<file path="config.mk">
export PLATFORM = sky130hd
export DESIGN_NAME = string_escape_decoder
export DESIGN_NICKNAME = d
export VERILOG_FILES = /design/src/sed_pkg.sv /design/src/sed_front.sv /design/src/sed_queue.sv /design/src/sed_back.sv /design/src/string_escape_decoder.sv
export VERILOG_INCLUDE_DIRS = /design/src /design/src/src
export SDC_FILE = /design/constraint.sdc
export NUM_CORES = 1
export LEC_CHECK = 0
export BUFFER_PORTS_ARGS = -buffer_cell sky130_fd_sc_hd__buf_2
export CORE_MARGIN = 2
export CORE_UTILIZATION = 40
export DETAILED_ROUTE_END_ITERATION = 10
export SLEW_MARGIN = 5
export SYNTH_ARGS = -nofsm -noshare
export SYNTH_HDL_FRONTEND = slang
export SYNTH_HIERARCHICAL = 1
export SYNTH_SLANG_ARGS = --single-unit
</file>
<file path="constraint.sdc">
create_clock -name clk -period 3.57 [get_ports clk]
set_clock_uncertainty 0.05 [all_clocks]
set_input_delay 0.357 -clock clk [delete_from_list [all_inputs] [get_ports clk]]
set_output_delay 0.357 -clock clk [all_outputs]
set_load 0.02 [all_outputs]
</file>
<file path="src/string_escape_decoder_macros.svh">
// Assertion helpers for the string escape decoder.
// Each helper samples on clk and is disabled while rst_n is low.
`ifndef STRING_ESCAPE_DECODER_MACROS_SVH
`define STRING_ESCAPE_DECODER_MACROS_SVH
`ifndef SYNTH
// Condition holds in the same cycle as its trigger
`define SED_ASSERT_IMPL(label, ante, cons) \
    label: assert property (@(posedge clk) disable iff (!rst_n) (ante) |-> (cons)) \
        else $error("sed: same-cycle check failed");
// Condition holds in the cycle after its trigger
`define SED_ASSERT_NEXT(label, ante, cons) \
    label: assert property (@(posedge clk) disable iff (!rst_n) (ante) |=> (cons)) \
        else $error("sed: next-cycle check failed");
`else
`define SED_ASSERT_IMPL(label, ante, cons)
`define SED_ASSERT_NEXT(label, ante, cons)
`endif
`endif

</file>
<file path="src/sed_pkg.sv">
package sed_pkg;

    // Status codes carried with each result
    localparam logic [2:0] ST_OK         = 3'd0;
    localparam logic [2:0] ST_UNKNOWN    = 3'd1;
    localparam logic [2:0] ST_INC_UNI    = 3'd2;
    localparam logic [2:0] ST_INC_HEX    = 3'd3;
    localparam logic [2:0] ST_BAD_DIGIT  = 3'd4;

    // Results one input byte can cause at most
    localparam int MAX_RES = 3;

    // Depth of the queue between front and back
    localparam int QDEPTH  = 4;
    localparam int QPTR_W  = $clog2(QDEPTH);
    localparam int QCNT_W  = $clog2(QDEPTH + 1);

    typedef struct packed {
        logic [7:0] in_byte;
        logic       end_of_string;
    } in_item_t;

    typedef struct packed {
        logic [7:0] out_byte;
        logic       byte_valid;
        logic [2:0] status;
        logic       last_of_run;
        logic       string_done;
    } out_item_t;

    // All results of one input byte, count is 1 to 3
    typedef struct packed {
        logic [1:0]                count;
        out_item_t [MAX_RES-1:0]   res;
    } sed_bundle_t;

    function automatic out_item_t make_result(logic [7:0] b, logic valid, logic [2:0] st);
        out_item_t r;
        r.out_byte    = b;
        r.byte_valid  = valid;
        r.status      = st;
        r.last_of_run = 1'b0;
        r.string_done = 1'b0;
        return r;
    endfunction

    // Returns {ok, value} for an ASCII hex digit
    function automatic logic [4:0] hex_digit(logic [7:0] c);
        logic [4:0] r;
        r = 5'd0;
        if (c >= 8'h30 && c <= 8'h39)
        begin
            r = {1'b1, c[3:0]};
        end
        else if ((c >= 8'h61 && c <= 8'h66) || (c >= 8'h41 && c <= 8'h46))
        begin
            r = {1'b1, c[3:0] + 4'd9};
        end
        return r;
    endfunction

endpackage

</file>
<file path="src/sed_front.sv">
module sed_front
    import sed_pkg::*;
(
    input  logic        clk,
    input  logic        rst_n,
    input  logic        accept,
    input  in_item_t    in_item,
    output logic        bundle_wr,
    output sed_bundle_t bundle
);

    localparam logic [1:0] MODE_IDLE = 2'd0;
    localparam logic [1:0] MODE_ESC  = 2'd1;
    localparam logic [1:0] MODE_UNI  = 2'd2;
    localparam logic [1:0] MODE_HEX  = 2'd3;

    logic [1:0]  mode_reg, mode_next;
    logic [2:0]  digits_reg, digits_next;
    logic [15:0] acc_reg, acc_next;

    logic [1:0]  cnt;
    logic [4:0]  hex;
    logic [15:0] acc_shift;
    logic [7:0]  b;

    // Decode one byte into its results and the next escape state
    always_comb
    begin
        b           = in_item.in_byte;
        hex         = hex_digit(b);
        acc_shift   = {acc_reg[11:0], hex[3:0]};
        bundle      = '0;
        cnt         = 2'd0;
        mode_next   = mode_reg;
        digits_next = digits_reg;
        acc_next    = acc_reg;

        unique case (mode_reg)
            MODE_IDLE:
            begin
                if (b == 8'h5C)
                begin
                    mode_next = MODE_ESC;
                end
                else
                begin
                    bundle.res[cnt] = make_result(b, 1'b1, ST_OK);
                    cnt = cnt + 2'd1;
                end
            end
            MODE_ESC:
            begin
                mode_next = MODE_IDLE;
                unique case (b)
                    8'h75:
                    begin
                        mode_next   = MODE_UNI;
                        digits_next = 3'd4;
                        acc_next    = 16'd0;
                    end
                    8'h78:
                    begin
                        mode_next   = MODE_HEX;
                        digits_next = 3'd2;
                        acc_next    = 16'd0;
                    end
                    8'h5C, 8'h27, 8'h22:
                    begin
                        bundle.res[cnt] = make_result(b, 1'b1, ST_OK);
                        cnt = cnt + 2'd1;
                    end
                    8'h62:
                    begin
                        bundle.res[cnt] = make_result(8'h08, 1'b1, ST_OK);
                        cnt = cnt + 2'd1;
                    end
                    8'h66:
                    begin
                        bundle.res[cnt] = make_result(8'h0C, 1'b1, ST_OK);
                        cnt = cnt + 2'd1;
                    end
                    8'h6E:
                    begin
                        bundle.res[cnt] = make_result(8'h0A, 1'b1, ST_OK);
                        cnt = cnt + 2'd1;
                    end
                    8'h72:
                    begin
                        bundle.res[cnt] = make_result(8'h0D, 1'b1, ST_OK);
                        cnt = cnt + 2'd1;
                    end
                    8'h74:
                    begin
                        bundle.res[cnt] = make_result(8'h09, 1'b1, ST_OK);
                        cnt = cnt + 2'd1;
                    end
                    8'h76:
                    begin
                        bundle.res[cnt] = make_result(8'h0B, 1'b1, ST_OK);
                        cnt = cnt + 2'd1;
                    end
                    default:
                    begin
                        bundle.res[cnt] = make_result(b, 1'b1, ST_UNKNOWN);
                        cnt = cnt + 2'd1;
                    end
                endcase
            end
            MODE_UNI, MODE_HEX:
            begin
                if (!hex[4])
                begin
                    // Drop the escape on a bad digit
                    bundle.res[cnt] = make_result(8'h00, 1'b0, ST_BAD_DIGIT);
                    cnt = cnt + 2'd1;
                    mode_next   = MODE_IDLE;
                    digits_next = 3'd0;
                    acc_next    = 16'd0;
                end
                else if (digits_reg <= 3'd1)
                begin
                    if (mode_reg == MODE_HEX)
                    begin
                        bundle.res[cnt] = make_result(acc_shift[7:0], 1'b1, ST_OK);
                        cnt = cnt + 2'd1;
                    end
                    else if (acc_shift < 16'h0080)
                    begin
                        bundle.res[cnt] = make_result(acc_shift[7:0], 1'b1, ST_OK);
                        cnt = cnt + 2'd1;
                    end
                    else if (acc_shift < 16'h0800)
                    begin
                        bundle.res[0] = make_result(8'hC0 | {3'b000, acc_shift[10:6]},
                                                    1'b1, ST_OK);
                        bundle.res[1] = make_result(8'h80 | {2'b00, acc_shift[5:0]},
                                                    1'b1, ST_OK);
                        cnt = 2'd2;
                    end
                    else
                    begin
                        bundle.res[0] = make_result(8'hE0 | {4'h0, acc_shift[15:12]},
                                                    1'b1, ST_OK);
                        bundle.res[1] = make_result(8'h80 | {2'b00, acc_shift[11:6]},
                                                    1'b1, ST_OK);
                        bundle.res[2] = make_result(8'h80 | {2'b00, acc_shift[5:0]},
                                                    1'b1, ST_OK);
                        cnt = 2'd3;
                    end
                    mode_next   = MODE_IDLE;
                    digits_next = 3'd0;
                    acc_next    = 16'd0;
                end
                else
                begin
                    digits_next = digits_reg - 3'd1;
                    acc_next    = acc_shift;
                end
            end
            default:
            begin
                mode_next = MODE_IDLE;
            end
        endcase

        // Flag an escape cut off by the end and return to idle
        if (in_item.end_of_string)
        begin
            if (mode_next == MODE_UNI)
            begin
                bundle.res[cnt] = make_result(8'h00, 1'b0, ST_INC_UNI);
                cnt = cnt + 2'd1;
            end
            else if (mode_next == MODE_HEX)
            begin
                bundle.res[cnt] = make_result(8'h00, 1'b0, ST_INC_HEX);
                cnt = cnt + 2'd1;
            end
            else if (mode_next == MODE_ESC)
            begin
                bundle.res[cnt] = make_result(8'h00, 1'b0, ST_UNKNOWN);
                cnt = cnt + 2'd1;
            end
            mode_next   = MODE_IDLE;
            digits_next = 3'd0;
            acc_next    = 16'd0;
        end

        // Mark the final result of this item
        if (cnt != 2'd0)
        begin
            bundle.res[cnt - 2'd1].last_of_run = 1'b1;
            bundle.res[cnt - 2'd1].string_done = in_item.end_of_string;
        end
        bundle.count = cnt;
    end

    assign bundle_wr = accept && (cnt != 2'd0);

    // Advance the escape state on each accepted item
    always_ff @(posedge clk or negedge rst_n)
    begin
        if (!rst_n)
        begin
            mode_reg   <= MODE_IDLE;
            digits_reg <= 3'd0;
            acc_reg    <= 16'd0;
        end
        else if (accept)
        begin
            mode_reg   <= mode_next;
            digits_reg <= digits_next;
            acc_reg    <= acc_next;
        end
    end

endmodule

</file>
<file path="src/sed_queue.sv">
module sed_queue
    import sed_pkg::*;
(
    input  logic        clk,
    input  logic        rst_n,
    input  logic        wr,
    input  sed_bundle_t wr_data,
    output logic        full,
    input  logic        rd,
    output sed_bundle_t rd_data,
    output logic        nonempty
);

    sed_bundle_t       slot_reg [QDEPTH];
    logic [QPTR_W-1:0] wr_ptr_reg;
    logic [QPTR_W-1:0] rd_ptr_reg;
    logic [QCNT_W-1:0] count_reg;

    assign full     = (count_reg == QCNT_W'(QDEPTH));
    assign nonempty = (count_reg != '0);
    assign rd_data  = slot_reg[rd_ptr_reg];

    // Store bundles
    always_ff @(posedge clk)
    begin
        if (wr)
        begin
            slot_reg[wr_ptr_reg] <= wr_data;
        end
    end

    // Track pointers and fill level
    always_ff @(posedge clk or negedge rst_n)
    begin
        if (!rst_n)
        begin
            wr_ptr_reg <= '0;
            rd_ptr_reg <= '0;
            count_reg  <= '0;
        end
        else
        begin
            if (wr)
            begin
                wr_ptr_reg <= wr_ptr_reg + 1'b1;
            end
            if (rd)
            begin
                rd_ptr_reg <= rd_ptr_reg + 1'b1;
            end
            if (wr && !rd)
            begin
                count_reg <= count_reg + 1'b1;
            end
            else if (rd && !wr)
            begin
                count_reg <= count_reg - 1'b1;
            end
        end
    end

endmodule

</file>
<file path="src/sed_back.sv">
module sed_back
    import sed_pkg::*;
(
    input  logic        clk,
    input  logic        rst_n,
    input  logic        head_valid,
    input  sed_bundle_t head,
    output logic        head_rd,
    output logic        empty,
    input  logic        pop,
    output out_item_t   out_item
);

    logic [1:0] idx_reg;
    logic       out_valid_reg;
    out_item_t  out_reg;
    logic       load;
    logic       at_last;

    assign load    = head_valid && (!out_valid_reg || pop);
    assign at_last = (idx_reg == head.count - 2'd1);
    assign head_rd = load && at_last;

    assign empty    = !out_valid_reg;
    assign out_item = out_reg;

    // Hold the output item until taken
    always_ff @(posedge clk)
    begin
        if (load)
        begin
            out_reg <= head.res[idx_reg];
        end
    end

    // Step through the head bundle one result a cycle while the output is empty or popped
    always_ff @(posedge clk or negedge rst_n)
    begin
        if (!rst_n)
        begin
            idx_reg       <= 2'd0;
            out_valid_reg <= 1'b0;
        end
        else
        begin
            if (load)
            begin
                out_valid_reg <= 1'b1;
                idx_reg       <= at_last ? 2'd0 : idx_reg + 2'd1;
            end
            else if (pop)
            begin
                out_valid_reg <= 1'b0;
            end
        end
    end

endmodule

</file>
<file path="src/string_escape_decoder.sv">
// Channel  | Handshake   | Payload     | Accepted when
// ---------+-------------+-------------+----------------------
// input    | push / full | in_item_t   | push && !full
// result   | empty / pop | out_item_t  | pop && !empty
//
// An item is accepted every cycle while the queue between decoder and
// serializer has room; the first result passes through the queue and then
// the output register. The serializer sends one result per cycle while
// results are popped; bursts are absorbed by a 4-deep queue of bundles.
// Reset clears the escape state, the queue and the output valid flag.
// A stalled result side fills the queue, then raises full.
`include "string_escape_decoder_macros.svh"

module string_escape_decoder
    import sed_pkg::*;
(
    input  logic      clk,
    input  logic      rst_n,
    input  logic      push,
    output logic      full,
    input  in_item_t  in_item,
    output logic      empty,
    input  logic      pop,
    output out_item_t out_item
);

    logic        accept;
    logic        bundle_wr;
    sed_bundle_t bundle;
    logic        head_rd;
    logic        head_valid;
    sed_bundle_t head;

    assign accept = push && !full;

    // Classify bytes and build result bundles
    sed_front u_front (
        .clk       (clk),
        .rst_n     (rst_n),
        .accept    (accept),
        .in_item   (in_item),
        .bundle_wr (bundle_wr),
        .bundle    (bundle)
    );

    // Decouple decoder from serializer
    sed_queue u_queue (
        .clk      (clk),
        .rst_n    (rst_n),
        .wr       (bundle_wr),
        .wr_data  (bundle),
        .full     (full),
        .rd       (head_rd),
        .rd_data  (head),
        .nonempty (head_valid)
    );

    // Emit one result per cycle while results are popped
    sed_back u_back (
        .clk        (clk),
        .rst_n      (rst_n),
        .head_valid (head_valid),
        .head       (head),
        .head_rd    (head_rd),
        .empty      (empty),
        .pop        (pop),
        .out_item   (out_item)
    );

    `SED_ASSERT_IMPL(a_done_is_last, !empty && out_item.string_done, out_item.last_of_run)
    `SED_ASSERT_IMPL(a_invalid_zero, !empty && !out_item.byte_valid, out_item.out_byte == 8'h00)
    `SED_ASSERT_NEXT(a_hold_result, !empty && !pop, !empty)
    `SED_ASSERT_NEXT(a_hold_data, !empty && !pop, $stable(out_item))

endmodule
</file>
==> results.cfg, run 1 <==
[global_route]
grt_max_degree = 45
overflow = 0
grt_pass1_vias = 5763
antenna_found_initial = 0
grt.total_usage_pct = 16.4
grt_first_pass_wirelength_mm = 32.7

[timing]
setup_tns_ns = 0
min_period_ns = 2.89
finalHoldViolations = 0
period_share_pct = 81.0
slew-limit-headroom_pct = 41.3
grt_setup_unrepaired = no
setup_violations = 0
worstMarginPinSlew_ns = 0.881
max_freq_mhz = 346
slew_viol_final = 0

[place]
dp_hpwl_mm = 13.2
place_congestion = 0.871
dp_cells = 965
port_buffers = 28

[detailed_routing]
viasPerCell = 5.50
routedWlPerCell_um = 20.2
dr.first_iter.drc_count = 447
drc_errors = 0
wirelength_mm = 20.4
via_count = 5539
antenna_left = 0
first_pass_iters = 6

[clock_network]
clkTransAtPathRegs_ns = 0.05
cts.sink_count = 217
root_buffer = clkbuf_16
clock_latency_ns = 0.49
post_cts_resized = 0
cts.path.max_buffers = 3
cts_tree = yes
cts_made_buffers = 23
htreeDepth = 1

[floorplan]
rows = 57
start_util_pct = 40.5
die-area_um2 = 25800
core_area_um2 = 24200
die_w_um = 161
die_y_um = 161
ioPinCount = 29

[pwr]
p_per_area_nw_per_um2 = 729
p_leak_uw = 0.00388
peakVddDrop_uv = 365

[synthesis]
synthFlopType = edfxtp_1
yosysWarnings = 6
synth_area_um2 = 9800
synth_edf_count = 190
yosysSeqAreaShare_pct = 65.1
synth-seq-cells = 217
avgSynthCellArea_um2 = 15.7
async_flop_share_pct = 12.4
ys_types = 75
synth_cells = 623

[cells_and_area]
area_growth_pct = 13.5
layout-drive-gt1-share_pct = 22.3
nets = 696
fin_cells = 1007
diodes = 0
largest_reg_flops = 176

[worst_setup_path]
crit_arrival_ns = 3.25
timing_worst_setup_path_type = flip-flop to flip-flop
worst-path-max-fanout = 6
startpoint_type = flip-flop
crit_required_ns = 3.93
worstSetupEndpointType = flip-flop

[outcome]
status = finished clean

[worst_hold_path]
worstHoldPathType = primary input to flip-flop

[flow_run]
drv_cap = 0
==> final cells by class <==
| class | instances | area (um^2) |
|---|---|---|
| inverter | 22 | 82.6 |
| tap | 324 | 405 |
| multi-input combinational | 350 | 3090 |
| clock inverter | 10 | 133 |
| timing repair buffer | 53 | 380 |
| sequential | 217 | 6380 |
| fill | 2103 | 13100 |
| clock buffer | 31 | 656 |
==> Yosys cell counts, types with 3 or more instances <==
master,count,area (um^2)
ha_1,15,188
nor3_1,7,35.0
or3_1,5,31.3
inv_1,22,82.6
a211oi_1,14,105
or4_1,3,22.5
buf_2,11,55.1
clkbuf_1,11,41.3
buf_6,3,33.8
o21ai_0,31,155
buf_4,7,52.6
a211o_1,3,26.3
and2_1,5,31.3
nand3_1,3,15.0
nor2b_1,11,68.8
nor2_1,33,124
o21ba_2,3,30.0
nand3b_1,4,30.0
dfrtp_1,27,676
mux4_1,6,158
mux4_2,38,856
mux2i_1,17,170
nand2b_1,5,31.3
o2bb2ai_1,4,35.0
a31oi_1,4,25.0
or3b_2,3,26.3
o22ai_1,5,31.3
buf_12,4,80.1
nand2_1,41,154
a22o_1,7,61.3
xor2_1,5,43.8
a21oi_1,19,95.1
edfxtp_1,190,5710
xnor2_1,4,35.0
==> through the flow <==
step	instance area (um^2)	hold slack (ns)	utilization (%)	total power [uW]	worst slack, ns
4_1_cts	11100	0.123	46.0	8230	0.659
5_1_grt	11100	0.139	46.0	8540	0.494
3_5_place_dp	10300	0.370	42.7	5810	0.195
2_1_floorplan	9810	0.0114	-	5270	0.000260
6_report	11100	0.143	46.0	8110	0.677
3_3_place_gp	10300	0.357	42.7	5750	0.303
==> per-layer routing <==
metal / vias up / part of all wire, % / GRT usage [%]
met5: - / 0 / 0
met4: 0 / 1.3 / 4.14
met3: 17 / 5.6 / 2.25
met2: 181 / 50 / 27.4
met1: 2817 / 43 / 22.7
li1: 2524 / - / -
==> worst paths after layout <==
| check | startpoint | end | slack, ns | cells past startpoint |
|---|---|---|---|---|
| max | u_front/digits_reg[1]$_DFFE_PN0P_ | u_queue/count_reg[2]$_DFFE_PN0P_ | 0.68 | 13 |
| min | pop | u_back/out_valid_reg$_DFFE_PN0P_ | 0.14 | 3 |
| max reg2reg | u_front/digits_reg[1]$_DFFE_PN0P_ | u_queue/count_reg[2]$_DFFE_PN0P_ | 0.68 | 13 |
| min reg2reg | u_queue/count_reg[2]$_DFFE_PN0P_ | u_queue/count_reg[2]$_DFFE_PN0P_ | 0.44 | 1 |
| max in group asynchronous | rst_n | u_queue/rd_ptr_reg[1]$_DFFE_PN0P_ | 2.61 | 2 |
| min in group asynchronous | rst_n | u_back/out_valid_reg$_DFFE_PN0P_ | 0.41 | 2 |
==> worst max-delay path, stage by stage, from the launching register on <==
cell	delay [ns]
dfrtp_1	0.40
inv_1	0.08
ha_1	0.14
o21ba_2	0.18
or2_2	0.32
o211a_1	0.21
nor2_1	0.17
o21a_1	0.20
ha_1	0.20
inv_1	0.06
fa_1	0.38
xor2_1	0.16
nor2_1	0.11
xor2_1	0.15
==> layout by cell type (no fill, tap or decap), types with 5 or more instances in the layout <==
| master | n |
|---|---|
| o22ai_1 | 5 |
| inv_1 | 22 |
| nor3_1 | 7 |
| a21oi_1 | 19 |
| mux4_2 | 38 |
| nand2_1 | 41 |
| a22o_1 | 7 |
| buf_2 | 28 |
| mux4_1 | 6 |
| edfxtp_1 | 190 |
| nand2b_1 | 5 |
| ha_1 | 15 |
| xor2_1 | 5 |
| clkbuf_8 | 5 |
| nor2_1 | 33 |
| mux2i_1 | 17 |
| buf_4 | 20 |
| a211oi_1 | 14 |
| dfrtp_1 | 25 |
| o21ai_0 | 31 |
| or3_1 | 5 |
| clkbuf_16 | 23 |
| nor2b_1 | 11 |
==> power breakdown <==
part	switching, uW	leakage, uW	internal [uW]
sequential	152	0.00212	3370
clock	906	0.000385	1500
combinational	1220	0.00138	959
==> kinds of logic after synthesis <==
family,count (synthesis),share of synthesized area [%]
compound gates,117,8.31
xor+xnor,10,0.970
fa+ha+maj,16,2.12
buf+inv,59,3.56
flops,217,65.1
mux,62,12.2
other cells,1,0.0383
simple gates,141,7.69
==> what timing repair did <==
action                                 4_1_cts  5_1_grt
endpoints found under the hold margin       27        0
hold buffers                                 1        0
setup buffers                                0        0
setup endpoints to repair                    0        0
Note: power is estimated with default switching activity, not from simulation.
==> run 2, diff against run 1 <==
- clock period: 3.57 -> 2.92 ns (I/O delays scaled with it)
==> run 2 against run 1 <==
Against the previous run:
- die area unchanged
- worst hold slack worse by 0.084 ns
- cell area up 1.7%
- clock power up 13%
- sequential share of layout area down 0.96 points
- count of clock-buffer cells in the layout down 2
- critical path depth down 2
- highest routed layer unchanged
==> results.cfg, run 2 (synthesis results as in run 1) <==
[timing]
max_freq_mhz = 367
setup_violations = 0
min_period_ns = 2.72
finalHoldViolations = 0
setup_tns_ns = 0
period_share_pct = 93.3
slew_viol_final = 0
whs_ns = 0.0590
worstMarginPinSlew_ns = 0.863
grt_setup_unrepaired = no
slew-limit-headroom_pct = 42.5

[worst_setup_path]
crit_slowest_cell = mux4_2
path_delay_family = multiplexers
timing_worst_setup_path_type = flip-flop to flip-flop
worst-path-max-fanout = 3
crit_arrival_ns = 3.09
path_cells = mux4_2 -> xnor2_2 -> mux2i_1 -> nor2_1 -> inv_1 -> ha_2 -> inv_1 -> fa_1 -> xor2_1 -> nor2_1 -> xor2_1
worstSetupEndpointType = flip-flop
path_buf_inv = 2
startpoint_type = flip-flop
crit_path_max_incr_delay_ns = 0.56
crit_required_ns = 3.29

[flow_run]
drv_cap = 0

[detailed_routing]
via_count = 5552
drc_errors = 0
first_pass_iters = 5
routedWlPerCell_um = 20.7
antenna_left = 0
viasPerCell = 5.36
dr.first_iter.drc_count = 425
wirelength_mm = 21.4

[floorplan]
rows = 57
ioPinCount = 29
die_w_um = 161
die_y_um = 161
die-area_um2 = 25800
start_util_pct = 40.5
core_area_um2 = 24200

[cells_and_area]
area_growth_pct = 15.5
final_cell_mix = 190 x edfxtp_1, 47 x buf_4, 41 x nand2_1
largest_reg_flops = 176
layout-drive-gt1-share_pct = 25.5
nFillCells = 2082
diodes = 0
nets = 725
layout_commonest_cell = edfxtp_1

[clock_network]
root_buffer = clkbuf_16
cts_made_buffers = 22
clock_latency_ns = 0.50
cts.path.max_buffers = 3
cts.sink_count = 217
htreeDepth = 1
clkTransAtPathRegs_ns = 0.06
cts_tree = yes

[place]
port_buffers = 28
place_congestion = 0.885
dp_hpwl_mm = 14.5

[global_route]
grt_max_degree = 43
grt_pass1_vias = 5698
overflow = 0
grt.total_usage_pct = 17.1
antenna_found_initial = 0
grt_first_pass_wirelength_mm = 33.8

[pwr]
p_per_area_nw_per_um2 = 876
peakVddDrop_uv = 607
p_leak_uw = 0.00400
power_uw = 9910

[worst_hold_path]
worstHoldPathType = primary input to flip-flop

[outcome]
status = finished clean
## run 2: layout make-up
cell class | count | area [um^2] | share of cell area (%)
clock buffer | 29 | 598 | 5.29
sequential | 217 | 6380 | 56.4
inverter | 22 | 82.6 | 0.730
tap | 324 | 405 | 3.58
multi-input combinational | 350 | 3100 | 27.4
clock inverter | 10 | 104 | 0.918
timing repair buffer | 83 | 643 | 5.68
## run 2: report_power, final
part | internal, uW | switching [uW]
registers | 4120 | 174
logic | 1300 | 1590
clock network | 1620 | 1110
## run 2: path summary, 6_finish.rpt
kind,from,endpoint,slack (ns),cells after the start
min in group asynchronous,rst_n,u_back/out_valid_reg$_DFFE_PN0P_,0.31,2
max,u_queue/rd_ptr_reg[0]$_DFFE_PN0P_,u_queue/count_reg[2]$_DFFE_PN0P_,0.20,11
max in group asynchronous,rst_n,u_queue/rd_ptr_reg[0]$_DFFE_PN0P_,2.06,2
min,pop,u_back/out_valid_reg$_DFFE_PN0P_,0.06,3
min reg2reg,u_queue/count_reg[2]$_DFFE_PN0P_,u_queue/count_reg[2]$_DFFE_PN0P_,0.44,1
max reg2reg,u_queue/rd_ptr_reg[0]$_DFFE_PN0P_,u_queue/count_reg[2]$_DFFE_PN0P_,0.20,11
## run 2: worst register-to-register path: stages (launching register included)
cell and delay, ns:
dfrtp_2 0.39, mux4_2 0.56, xnor2_2 0.22, mux2i_1 0.22, nor2_1 0.11, inv_1 0.07, ha_2 0.17, inv_1 0.05
fa_1 0.38, xor2_1 0.15, nor2_1 0.11, xor2_1 0.17
## run 2: repair_timing
item | in CTS | in global routing
hold buffers | 1 | 0
buffers inserted | 0 | 3
hold endpoints to repair | 27 | 0
gates resized for setup | 0 | 1
endpoints found under the setup margin | 0 | 2
## run 2: metrics by stage
stage / instance area [um^2] / setup slack (ns) / util [%] / std cells
5_1_grt: 11300 / 0.0114 / 46.8 / 1035
3_3_place_gp: 10600 / 0.0352 / 43.8 / 992
6_report: 11300 / 0.197 / 46.8 / 1035
2_1_floorplan: 9830 / 0.0383 / - / 626
4_1_cts: 11300 / 0.0461 / 46.7 / 1032
3_5_place_dp: 10600 / -0.0499 / 43.8 / 992
## run 2: metal layers
layer / GRT usage [%] / share of wire [%] / wire, um
met1: 24.2 / 45 / 9690
met2: 28.1 / 49 / 10500
met3: 2.48 / 4.3 / 914
met4: 3.97 / 1.2 / 259
met5: 0 / 0 / 0
